==> src/design/qsws_pkg.sv <==
// Shared types and constants for the QUIC short-header worker steering block.
// Used by qsws_ctrl, qsws_datapath and the top level; no dependencies.
package qsws_pkg;

  // MurmurHash2 multiplier
  localparam logic [31:0] MUR_M = 32'h5bd1e995;

  // Configuration register indexes
  localparam logic [1:0] CFG_CAPTURE = 2'd0;
  localparam logic [1:0] CFG_SALT_LEN = 2'd1;
  localparam logic [1:0] CFG_WORD_OFF = 2'd2;
  localparam logic [1:0] CFG_XOR_MASK = 2'd3;

  // Verdict codes
  localparam logic [1:0] VERDICT_STEER = 2'd0;
  localparam logic [1:0] VERDICT_CAPOFF = 2'd1;
  localparam logic [1:0] VERDICT_NOTSHORT = 2'd2;
  localparam logic [1:0] VERDICT_TRUNC = 2'd3;

  // Multiplier operand select
  localparam logic [2:0] MS_HASH = 3'd0;  // hash * M
  localparam logic [2:0] MS_BLOCK = 3'd1;  // block * M
  localparam logic [2:0] MS_KMIX = 3'd2;  // (k ^ k>>24) * M
  localparam logic [2:0] MS_TAIL = 3'd3;  // (hash ^ tail block) * M
  localparam logic [2:0] MS_FMIX_MUL = 3'd4;  // (h ^ h>>13) * M, h from product
  localparam logic [2:0] MS_FMIX_HASH = 3'd5;  // (h ^ h>>13) * M, h from hash

  typedef struct packed {
    logic       byte_en;   // request accepted this cycle
    logic       mul_en;    // load product register
    logic [2:0] mul_sel;   // operand select
    logic       tmp_en;    // save product into temp
    logic       hash_upd;  // fold block into hash, clear block
    logic       out_load;  // load result register
  } dp_cmd_t;

  typedef struct packed {
    logic blk_done;  // incoming byte completes a hash block
    logic steer;     // incoming byte would yield a steer verdict
    logic tail;      // salt length leaves a partial block
  } dp_status_t;

endpackage

==> src/design/qsws_datapath.sv <==
// Datapath: configuration registers, byte gathering, shared multiplier
// and result register. Depends on qsws_pkg; driven by qsws_ctrl.
module qsws_datapath #(
  parameter int MAX_SALT_BYTES = 20
) (
  input  logic                 clk,
  input  logic                 rst_n,
  input  logic                 cfg_we,
  input  logic [1:0]           cfg_index,
  input  logic [31:0]          cfg_wdata,
  input  logic [7:0]           payload_byte,
  input  logic                 packet_end,
  input  qsws_pkg::dp_cmd_t    cmd,
  output qsws_pkg::dp_status_t status,
  output logic [1:0]           verdict,
  output logic [21:0]          worker_id
);
  import qsws_pkg::*;

  logic        cap_en_r;
  logic [4:0]  salt_len_r;
  logic [7:0]  word_off_r;
  logic [31:0] xor_mask_r;

  logic [8:0]  pos_r;
  logic [31:0] hash_r;
  logic [31:0] blk_r;
  logic [31:0] ww_r;
  logic        short_r;
  logic [1:0]  verdict_r;
  logic [31:0] mul_r;
  logic [31:0] tmp_r;
  logic [1:0]  out_verdict_r;
  logic [21:0] out_wid_r;

  logic [4:0]  eff_len;
  logic        pos_zero;
  logic [9:0]  d_w;
  logic [9:0]  count;
  logic [9:0]  off_w;
  logic [1:0]  lane;
  logic        in_salt;
  logic        in_word;
  logic        short_now;
  logic        trunc;
  logic [1:0]  verdict_now;
  logic [31:0] blk_nxt;
  logic [31:0] mul_src;
  logic [31:0] fmix_h;
  logic [31:0] fin_h;
  logic [31:0] wid_calc;
  logic [8:0]  pos_nxt;

  // Configuration writes
  always_ff @(posedge clk) begin
    if (!rst_n) begin
      cap_en_r   <= 1'b0;
      salt_len_r <= '0;
      word_off_r <= '0;
      xor_mask_r <= '0;
    end else if (cfg_we) begin
      case (cfg_index)
        CFG_CAPTURE:  cap_en_r   <= cfg_wdata[0];
        CFG_SALT_LEN: salt_len_r <= cfg_wdata[4:0];
        CFG_WORD_OFF: word_off_r <= cfg_wdata[7:0];
        CFG_XOR_MASK: xor_mask_r <= cfg_wdata;
        default: ;
      endcase
    end
  end

  // Salt length clamp
  assign eff_len = ({1'b0, salt_len_r} > 6'(MAX_SALT_BYTES)) ?
                   5'(MAX_SALT_BYTES) : salt_len_r;

  // Byte position decode
  assign pos_zero = (pos_r == 9'd0);
  assign d_w      = {1'b0, pos_r} - 10'd1;
  assign count    = {1'b0, pos_r} + 10'd1;
  assign off_w    = {2'b00, word_off_r};
  assign lane     = d_w[1:0];
  assign in_salt  = !pos_zero && (d_w < {5'b0, eff_len});
  assign in_word  = !pos_zero && (d_w >= off_w) && (d_w < off_w + 10'd4);
  assign blk_nxt  = blk_r | ({24'b0, payload_byte} << {lane, 3'b000});
  assign pos_nxt  = (pos_r == 9'd511) ? pos_r : count[8:0];

  // Verdict as of the incoming byte
  assign short_now = pos_zero ? (payload_byte[7:6] == 2'b01) : short_r;
  assign trunc     = (count < {5'b0, eff_len} + 10'd1) || (count < off_w + 10'd5);
  always_comb begin
    if (!cap_en_r)       verdict_now = VERDICT_CAPOFF;
    else if (!short_now) verdict_now = VERDICT_NOTSHORT;
    else if (trunc)      verdict_now = VERDICT_TRUNC;
    else                 verdict_now = VERDICT_STEER;
  end

  assign status.blk_done = in_salt && (lane == 2'd3);
  assign status.steer    = (verdict_now == VERDICT_STEER);
  assign status.tail     = (eff_len[1:0] != 2'd0);

  // Per-byte state
  always_ff @(posedge clk) begin
    if (!rst_n) begin
      pos_r     <= '0;
      hash_r    <= '0;
      blk_r     <= '0;
      ww_r      <= '0;
      short_r   <= 1'b0;
      verdict_r <= VERDICT_CAPOFF;
    end else if (cmd.byte_en) begin
      verdict_r <= verdict_now;
      pos_r     <= packet_end ? 9'd0 : pos_nxt;
      if (pos_zero) begin
        short_r <= short_now;
        hash_r  <= {27'b0, eff_len};
        blk_r   <= '0;
        ww_r    <= '0;
      end else begin
        if (in_salt) blk_r <= blk_nxt;
        if (in_word) ww_r <= {ww_r[23:0], payload_byte};
      end
    end else if (cmd.hash_upd) begin
      hash_r <= tmp_r ^ mul_r;
      blk_r  <= '0;
    end
  end

  // Shared multiplier operand
  assign fmix_h = (cmd.mul_sel == MS_FMIX_MUL) ? mul_r : hash_r;
  always_comb begin
    case (cmd.mul_sel)
      MS_HASH:      mul_src = hash_r;
      MS_BLOCK:     mul_src = blk_r;
      MS_KMIX:      mul_src = mul_r ^ (mul_r >> 24);
      MS_TAIL:      mul_src = hash_r ^ blk_r;
      MS_FMIX_MUL,
      MS_FMIX_HASH: mul_src = fmix_h ^ (fmix_h >> 13);
      default:      mul_src = hash_r;
    endcase
  end

  always_ff @(posedge clk) begin
    if (cmd.mul_en) mul_r <= mul_src * MUR_M;
    if (cmd.tmp_en) tmp_r <= mul_r;
  end

  // Final mix and worker id
  assign fin_h    = mul_r ^ (mul_r >> 15);
  assign wid_calc = (ww_r ^ xor_mask_r) - fin_h;

  always_ff @(posedge clk) begin
    if (cmd.out_load) begin
      out_verdict_r <= verdict_r;
      out_wid_r     <= (verdict_r == VERDICT_STEER) ? wid_calc[21:0] : 22'd0;
    end
  end

  assign verdict   = out_verdict_r;
  assign worker_id = out_wid_r;

endmodule

==> src/design/qsws_ctrl.sv <==
// Controller: sequences the shared multiplier per hash block and per
// packet end, and owns the result handshake. Depends on qsws_pkg.
module qsws_ctrl (
  input  logic                 clk,
  input  logic                 rst_n,
  input  logic                 in_tvalid,
  output logic                 in_tready,
  input  logic                 in_tlast,
  output logic                 out_tvalid,
  input  logic                 out_tready,
  input  qsws_pkg::dp_status_t status,
  output qsws_pkg::dp_cmd_t    cmd
);
  import qsws_pkg::*;

  localparam logic [2:0] S_IDLE = 3'd0;
  localparam logic [2:0] S_B1   = 3'd1;
  localparam logic [2:0] S_B2   = 3'd2;
  localparam logic [2:0] S_B3   = 3'd3;
  localparam logic [2:0] S_B4   = 3'd4;
  localparam logic [2:0] S_FA   = 3'd5;
  localparam logic [2:0] S_FB   = 3'd6;
  localparam logic [2:0] S_DONE = 3'd7;

  logic [2:0] state_r, state_nxt;
  logic       last_r, last_nxt;
  logic       steer_r, steer_nxt;
  logic       out_valid_r, out_valid_nxt;
  logic       accept;
  logic       out_free;
  logic       steer_now;
  logic [2:0] end_state;

  assign in_tready  = (state_r == S_IDLE);
  assign accept     = in_tvalid && in_tready;
  assign out_free   = !out_valid_r || out_tready;
  assign out_tvalid = out_valid_r;

  // Steer decision: fresh from the datapath on a byte, held otherwise
  assign steer_now = (state_r == S_IDLE) ? status.steer : steer_r;

  // Where a packet goes after its last byte
  always_comb begin
    if (!steer_now)       end_state = S_DONE;
    else if (status.tail) end_state = S_FA;
    else                  end_state = S_FB;
  end

  always_comb begin
    state_nxt = state_r;
    last_nxt  = last_r;
    steer_nxt = steer_r;
    cmd       = '0;
    cmd.mul_sel = MS_HASH;
    case (state_r)
      S_IDLE: begin
        if (accept) begin
          cmd.byte_en = 1'b1;
          last_nxt    = in_tlast;
          steer_nxt   = status.steer;
          if (status.blk_done) state_nxt = S_B1;
          else if (in_tlast)   state_nxt = end_state;
        end
      end
      // hash * M
      S_B1: begin
        cmd.mul_en  = 1'b1;
        cmd.mul_sel = MS_HASH;
        state_nxt   = S_B2;
      end
      // keep hash * M, start block * M
      S_B2: begin
        cmd.tmp_en  = 1'b1;
        cmd.mul_en  = 1'b1;
        cmd.mul_sel = MS_BLOCK;
        state_nxt   = S_B3;
      end
      S_B3: begin
        cmd.mul_en  = 1'b1;
        cmd.mul_sel = MS_KMIX;
        state_nxt   = S_B4;
      end
      S_B4: begin
        cmd.hash_upd = 1'b1;
        state_nxt    = last_r ? end_state : S_IDLE;
      end
      S_FA: begin
        cmd.mul_en  = 1'b1;
        cmd.mul_sel = MS_TAIL;
        state_nxt   = S_FB;
      end
      S_FB: begin
        cmd.mul_en  = 1'b1;
        cmd.mul_sel = status.tail ? MS_FMIX_MUL : MS_FMIX_HASH;
        state_nxt   = S_DONE;
      end
      S_DONE: begin
        if (out_free) begin
          cmd.out_load = 1'b1;
          state_nxt    = S_IDLE;
        end
      end
      default: state_nxt = S_IDLE;
    endcase
  end

  // Result valid: set on load, cleared when taken
  always_comb begin
    out_valid_nxt = out_valid_r;
    if (cmd.out_load)                   out_valid_nxt = 1'b1;
    else if (out_valid_r && out_tready) out_valid_nxt = 1'b0;
  end

  always_ff @(posedge clk) begin
    if (!rst_n) begin
      state_r     <= S_IDLE;
      last_r      <= 1'b0;
      steer_r     <= 1'b0;
      out_valid_r <= 1'b0;
    end else begin
      state_r     <= state_nxt;
      last_r      <= last_nxt;
      steer_r     <= steer_nxt;
      out_valid_r <= out_valid_nxt;
    end
  end

endmodule

==> src/design/quic_short_header_worker_steer.sv <==
// QUIC short-header worker steering, top level.
// Depends on qsws_pkg, qsws_ctrl and qsws_datapath.
//
// Input stream: one UDP payload byte per request on in_tdata, in_tlast on
// the last byte of the packet. Output stream: one verdict per packet on
// out_tdata (verdict, then 22-bit worker id). The user must write the
// configuration registers through cfg_we / cfg_index / cfg_wdata only
// while the block is idle; the block itself does not enforce this.
// Input flow: a byte is taken when in_tvalid and in_tready are both high. A
// byte that completes a 4-byte salt block holds in_tready low while the
// single shared 32x32 multiplier runs the block mix (hash*M, k*M, mix*M,
// fold). After the last byte of a packet the multiplier runs the final mix
// when the packet is steered (a tail step before the fmix step when the
// salt length is not a multiple of 4), then the result register is loaded
// once the output is free.
// While a result waits for out_tready the next packet's bytes are still
// taken; a further result waits in the controller until the output frees.
// Reset (rst_n low, synchronous) clears the configuration registers, the
// packet state, the byte position and the output valid.
module quic_short_header_worker_steer #(
  parameter int MAX_SALT_BYTES = 20
) (
  input  logic        clk,
  input  logic        rst_n,
  // configuration
  input  logic        cfg_we,
  input  logic [1:0]  cfg_index,
  input  logic [31:0] cfg_wdata,
  // input stream
  input  logic        in_tvalid,
  output logic        in_tready,
  input  logic [7:0]  in_tdata,   // [7:0] payload_byte
  input  logic        in_tlast,   // packet_end
  // result stream
  output logic        out_tvalid,
  input  logic        out_tready,
  output logic [23:0] out_tdata   // [1:0] verdict, [23:2] worker_id
);
  import qsws_pkg::*;

  dp_cmd_t     cmd;
  dp_status_t  status;
  logic [1:0]  verdict;
  logic [21:0] worker_id;

  qsws_ctrl u_ctrl (
    .clk        (clk),
    .rst_n      (rst_n),
    .in_tvalid  (in_tvalid),
    .in_tready  (in_tready),
    .in_tlast   (in_tlast),
    .out_tvalid (out_tvalid),
    .out_tready (out_tready),
    .status     (status),
    .cmd        (cmd)
  );

  qsws_datapath #(
    .MAX_SALT_BYTES (MAX_SALT_BYTES)
  ) u_dp (
    .clk          (clk),
    .rst_n        (rst_n),
    .cfg_we       (cfg_we),
    .cfg_index    (cfg_index),
    .cfg_wdata    (cfg_wdata),
    .payload_byte (in_tdata),
    .packet_end   (in_tlast),
    .cmd          (cmd),
    .status       (status),
    .verdict      (verdict),
    .worker_id    (worker_id)
  );

  assign out_tdata = {worker_id, verdict};

  // A result is never loaded while a byte is being taken
  assert property (@(posedge clk) disable iff (!rst_n)
    cmd.out_load |-> !in_tready)
    else $error("result load overlaps byte accept");

  // A loaded result is presented next cycle
  assert property (@(posedge clk) disable iff (!rst_n)
    cmd.out_load |=> out_tvalid)
    else $error("loaded result not presented");

  // Only steered packets carry a worker id
  assert property (@(posedge clk) disable iff (!rst_n)
    (out_tvalid && (out_tdata[1:0] != VERDICT_STEER)) |-> (out_tdata[23:2] == 22'd0))
    else $error("worker id on non-steer verdict");

  // The multiplier is idle while bytes are taken
  assert property (@(posedge clk) disable iff (!rst_n)
    cmd.byte_en |-> !cmd.mul_en)
    else $error("multiplier busy during byte accept");

endmodule
==> config.mk <==
export PLATFORM = sky130hd
export DESIGN_NAME = quic_short_header_worker_steer
export DESIGN_NICKNAME = d
export VERILOG_FILES = /design/src/design/qsws_pkg.sv /design/src/design/qsws_datapath.sv /design/src/design/qsws_ctrl.sv /design/src/design/quic_short_header_worker_steer.sv
export SDC_FILE = /design/constraint.sdc
export NUM_CORES = 1
export LEC_CHECK = 0
export ABC_AREA = 1
export BUFFER_PORTS_ARGS = -buffer_cell sky130_fd_sc_hd__buf_4
export CAP_MARGIN = 25
export CORE_UTILIZATION = 54
export CTS_CLUSTER_DIAMETER = 30
export CTS_CLUSTER_SIZE = 12
export DETAILED_ROUTE_END_ITERATION = 10
export HOLD_SLACK_MARGIN = 0.05
export PLACE_DENSITY_LB_ADDON = 0.08
export REMOVE_ABC_BUFFERS = 1
export SLEW_MARGIN = 20
export SYNTH_ARGS = -nofsm -noshare
export SYNTH_HDL_FRONTEND = slang
export SYNTH_SLANG_ARGS = --single-unit
==> constraint.sdc <==
create_clock -name clk -period 11.7 [get_ports clk]
set_input_delay 1.17 -clock clk [delete_from_list [all_inputs] [get_ports clk]]
set_output_delay 1.17 -clock clk [all_outputs]
set_load 0.01 [all_outputs]
# Word-level counts from Yosys, hierarchy flattened
# Index checks and enable logic that the tools add are counted.
# Widths: inputs -> output; s select.
# word_totals
in_bits	48
register_bits	228
wordCells	131
output_inout_bits	26
# op_classes
bitwise_logic	7
addsub	6
n_reduce_logical	31
eq_ne	24
multipliers	1
order_cmp	6
mux	37
n_shift	1
# op_table
operator	n
$mux 32	8
$pmux 32 s4	1
$xor 32x32->32	2
$mux 22	2
$mul 32x31->32 const B	1
$or 32x32->32	1
$shl 8x5->32	1
$xor 32x19->32	1
$xor 32x8->32	1
$lt 10x10->1	3
$pmux 3 s8	1
$sub 22x22->22	1
$xor 22x17->22	1
$xor 22x22->22	1
$pmux 4 s5	1
$reduce_and 2->1	10
$add 8x3->9 const B	2
$eq 3x3->1 const B	6
$mux 3	6
$mux 9	2
$eq 3x2->1 const B	4
$mux 1	11
$add 9x1->10 const B	1
$ge 10x8->1	1
other kinds (23)	44

# Logic depth before layout (Yosys ltp)
# logic_depth
ltp_word	15
depth_mapped	48
ltp_nobuf	46

# Hierarchy
# From an unflattened synthesis, not the netlist that was laid out.
# unflattened
cells_unflattened	2823
area_unflattened_um2	22663.0
# by_module_without_submodules
mod	n_inst	seq_area_each_um2	area_per_inst_um2	cells_per_inst
qsws_datapath	1	5325.1	22208.8	2746
qsws_ctrl	1	120.1	454.2	77

# Least setup slack after synthesis
# Ideal clock, no wire load.
# synth_path
path_type	reg2reg
startpoint	register u_dp.salt_len_r[3]
endpoint	register u_dp.mul_r[31], data pin
synth_period_minus_slack_ns	8.564
slack_ns	3.136
path_stages_with_launch	40
n_path_buf	2
required_time_ns	11.451
arrival_time_ns	8.315
setup_ns	0.249
path_cell_list	dfxtp_1 > o21bai_1 > nand2_1 > inv_1 > nor2_1 > inv_1 > ha_1 > nor2_4 > nand2_2 > buf_6 > buf_2 > o21ai_0 > xor2_1 > or2_2 > a22oi_1 > inv_1 > fa_1 > inv_1 > [4 not listed] > fa_1 > fa_1 > inv_1 > fa_1 > inv_1 > fa_1 > inv_1 > ha_1 > a21oi_1 > nand2_1 > a21oi_1 > nand3_1 > nand2_1 > nand3_1 > nand2_1 > nand2_1 > nand2_1 > inv_1
# synth_between
elab_chain_cells	10
elab_cells_between_ends	15
classes_between	1 x mul; 1 x order compare; 5 x eq/ne; 5 x mux; 1 x bitwise; 2 x reduce/logical
# synth_rtl
item	line_no	rtl
start: declaration	qsws_datapath.sv:21	logic [4:0] salt_len_r;
start signal: assignment	qsws_datapath.sv:64	CFG_SALT_LEN: salt_len_r <= cfg_wdata[4:0];
$gt 5x5->1 (*)	qsws_datapath.sv:73	assign eff_len = ({1'b0, salt_len_r} > 6'(MAX_SALT_BYTES)) ?
$mux 5 (*)	qsws_datapath.sv:73	
$reduce_bool 2->1 (*)	qsws_datapath.sv:99	assign status.tail = (eff_len[1:0] != 2'd0);
$mux 1 (*)	qsws_ctrl.sv:94	cmd.mul_sel = status.tail ? MS_FMIX_MUL : MS_FMIX_HASH;
$pmux 4 s5 (*)	qsws_ctrl.sv:55	case (state_r)
$eq 3x3->1	qsws_datapath.sv:129, qsws_datapath.sv:131	
$mux 32	qsws_datapath.sv:129	assign fmix_h = (cmd.mul_sel == MS_FMIX_MUL) ? mul_r : hash_r;
$xor 32x19->32	qsws_datapath.sv:137	MS_FMIX_HASH: mul_src = fmix_h ^ (fmix_h >> 13);
$pmux 32 s4 (*)	qsws_datapath.sv:131	case (cmd.mul_sel)
$mul 32x31->32 (*)	qsws_datapath.sv:143	if (cmd.mul_en) mul_r <= mul_src * MUR_M;
end signal: assignment	qsws_datapath.sv:143	
end: declaration	qsws_datapath.sv:31	logic [31:0] mul_r;
# Every way passes the cells marked *; elsewhere a longest branch is shown, timed or not.
# A chain may end at the register's enable or synchronous reset.

# Final worst setup path
# Same ends and word-level chain as after synthesis.

==> results.yml <==
run_status:
  status: "finished, final reports clean"
global_route:
  grt_max_degree: 78
  grt_pass1_wl_um: 102000
  overflow: 0
  antenna_found_initial: 0
  grt_usage_pct: 31.8
  first_global_vias: 18564
  grt-busiest-layer: "met2"
  use_met1_pct: 39.5
  grt_use_met3_pct: 3.64
  grt_use_met2_pct: 54.9
route:
  drtIter0Drc: 1287
  vias: 18556
  via_per_inst: 5.57
  final_antenna_net_count: 0
  drc: 0
  wl_per_cell_um: 19.6
  drt-total-wl_um: 65200
  drt_first_pass_iters: 6
clock_network:
  h-tree-depth: 2
  cts_sinks: 228
  clock_path_buffers: 3
  postCtsHoldBufs: 0
  cts_root_buffer: "clkbuf_16"
  worstSkewPairLatency_ps: 550
  cts_buffers: 44
  clk_pin_slew_ps: 50
  ctsResizeCount: 0
  cts_setup_buffers: 0
  cts_tree: "done"
final_layout:
  seq_area_um2: 5450
  multi_input_area_um2: 14400
  syn_to_final_growth_pct: 11.1
  fillers: 3679
  drive_gt1_share_pct: 7.32
  final_nets: 3276
  finish.utilization_pct: 60.8
  stdcell_count: 3332
  antenna_cells: 0
timing:
  finalClockSkew_ps: 27.8
  period_needed_ps: 9720
  relSlewSlack_pct: 29.1
  maxSlewViolCount: 0
  setup-tns-final_ps: 0
  finalSetupViolCount: 0
  fmax_ghz: 0.103
  worst_slew_pin_slew_ps: 1060
  finalCritPeriodShare_pct: 83.0
  rsz0062_at_grt: "false"
  whs_ps: 464
  finalHoldViolCount: 0
critical_path:
  end_kind: "register"
  critPathArrivalTime_ps: 10030
  worstSetupPathType: "reg2reg"
  cpPeakStageDelay_ps: 580
  worst_path_max_delay_cell: "fa_1"
  start_kind: "register"
  cp_common_cell: "fa_1"
  cp_data_required_time_ps: 12010
  crit_path_max_fanout: 43
place:
  dp_cells: 3251
  gp_congestion: 0.900
  numPortBuffers: 63
  hpwl_um: 50000
yosys:
  yosysMostFrequentCell: "inv_1"
  synth_area_leader_cell: "fa_1"
  synth_common_cells: "inv_1, nand2_1, ha_1"
  synth-edff-count: 88
  async_flop_share_pct: 0
  ys_seq_elements: 228
  syn_inst: 2709
  syn-cell-area_um2: 22300
  netlist.area_leader.share_pct: 16.3
  syn_area_per_cell_um2: 8.25
  synth_ff_type: "dfxtp_1"
  yosysWarnings: 0
  synth_seq_area_share_pct: 24.4
  synth.area.top_cells: "fa_1, ha_1, dfxtp_1, edfxtp_1, inv_1"
  synth.distinct_cells: 53
worst_hold_path:
  hold_path_class: "reg2reg"
job:
  max-cap-violations: 0
floorplan:
  rows: 74
  die_width_um: 205
  dieArea_um2: 42200
  coreArea_um2: 40800
  die_h_um: 205
  ios: 74
  start_util_pct: 54.7
==> worst paths after layout <==
| path | start | endpoint | slack (ps) | cells after the start |
|---|---|---|---|---|
| setup / recovery | u_dp.salt_len_r[3] | u_dp.mul_r[31] | 1980 | 38 |
| hold / removal | u_dp.blk_r[21] | u_dp.blk_r[21] | 460 | 2 |
| setup reg to reg | u_dp.salt_len_r[3] | u_dp.mul_r[31] | 1980 | 38 |
| hold reg to reg | u_dp.blk_r[21] | u_dp.blk_r[21] | 460 | 2 |
==> state kept, by name, summed over array words and instances (netlist names) <==
register,flops
u_dp.mul_r,32
u_ctrl.out_tvalid,1
u_dp.ww_r,22
u_ctrl.last_r,1
u_dp.word_off_r,8
u_ctrl.state_r,3
u_dp.hash_r,32
u_dp.salt_len_r,5
u_dp.cap_en_r,1
u_dp.xor_mask_r,22
u_dp.verdict_r,2
u_dp.worker_id,22
u_ctrl.steer_r,1
u_dp.verdict,2
u_dp.pos_r,9
u_dp.tmp_r,32
u_dp.blk_r,32
u_dp.short_r,1
==> per-layer routing <==
| metal | share of wire (%) | wire (um) |
|---|---|---|
| met5 | 0 | 0 |
| met4 | 5.1 | 3330 |
| met3 | 5.7 | 3740 |
| met2 | 48 | 31100 |
| met1 | 41 | 27000 |
==> worst max-delay path, delay by kind of cell (launching register included) <==
| kind | cells | cell delay (ps) |
|---|---|---|
| xor gates and xnor gates | 1 | 170 |
| and+or+nand+nor | 11 | 1170 |
| AOI/OAI and AO/OA | 7 | 1550 |
| buffers and inverters | 9 | 1410 |
| adders and majority gates | 10 | 4840 |
| DFF | 1 | 330 |
==> metrics by stage <==
step                      instance area, um^2  worst slack [ps]
final                                   24800              1980
after global routing                    24800              1290
after CTS                               24800              2040
after detailed placement                23300              2050
after global placement                  23300              1920
after floorplan                         21900              2770
==> cells by family (layout without fill, tap and decap cells) <==
family | Yosys count | in the layout | synth area share, %
AND/OR/NAND/NOR | 750 | 750 | 14.8
buffers and inverters | 641 | 732 | 11.1
AO/OA/AOI/OAI | 482 | 482 | 12.0
adder cells (fa/ha/maj) | 463 | 463 | 32.0
flip-flops | 228 | 228 | 24.4
XOR/XNOR | 144 | 144 | 5.65
other | 1 | 1 | 0.0168
==> final cells by class <==
type	count	share of cell area (%)
clock inverter	21	0.832
timing repair buffer	94	2.86
sequential	228	21.9
multi-input combinational	1840	58.1
inverter	557	8.43
tap	532	2.68
clock buffer	60	5.13
==> cell usage in the layout, fill, tap and decap left out, types with 5 or more instances in the layout <==
cell type / count
nand2_1: 413
edfxtp_1: 88
o21ai_0: 139
clkbuf_16: 46
buf_4: 92
dfxtp_1: 140
inv_2: 7
o21bai_1: 9
a211oi_1: 7
nand2_2: 7
clkinvlp_4: 6
nor2_1: 86
a31oi_1: 8
or2_2: 8
xor2_1: 101
nor4_1: 5
o21a_1: 11
xnor2_1: 43
a32oi_1: 5
nand4_1: 65
clkbuf_1: 7
a22oi_1: 21
a21oi_1: 235
nor3_1: 18
clkbuf_8: 7
o211ai_1: 10
ha_1: 281
nand3_1: 128
inv_1: 547
a21o_1: 9
fa_1: 182
Power is not shown: default switching activity piles up to over one toggle a cycle in this logic, so the estimate is an artifact.
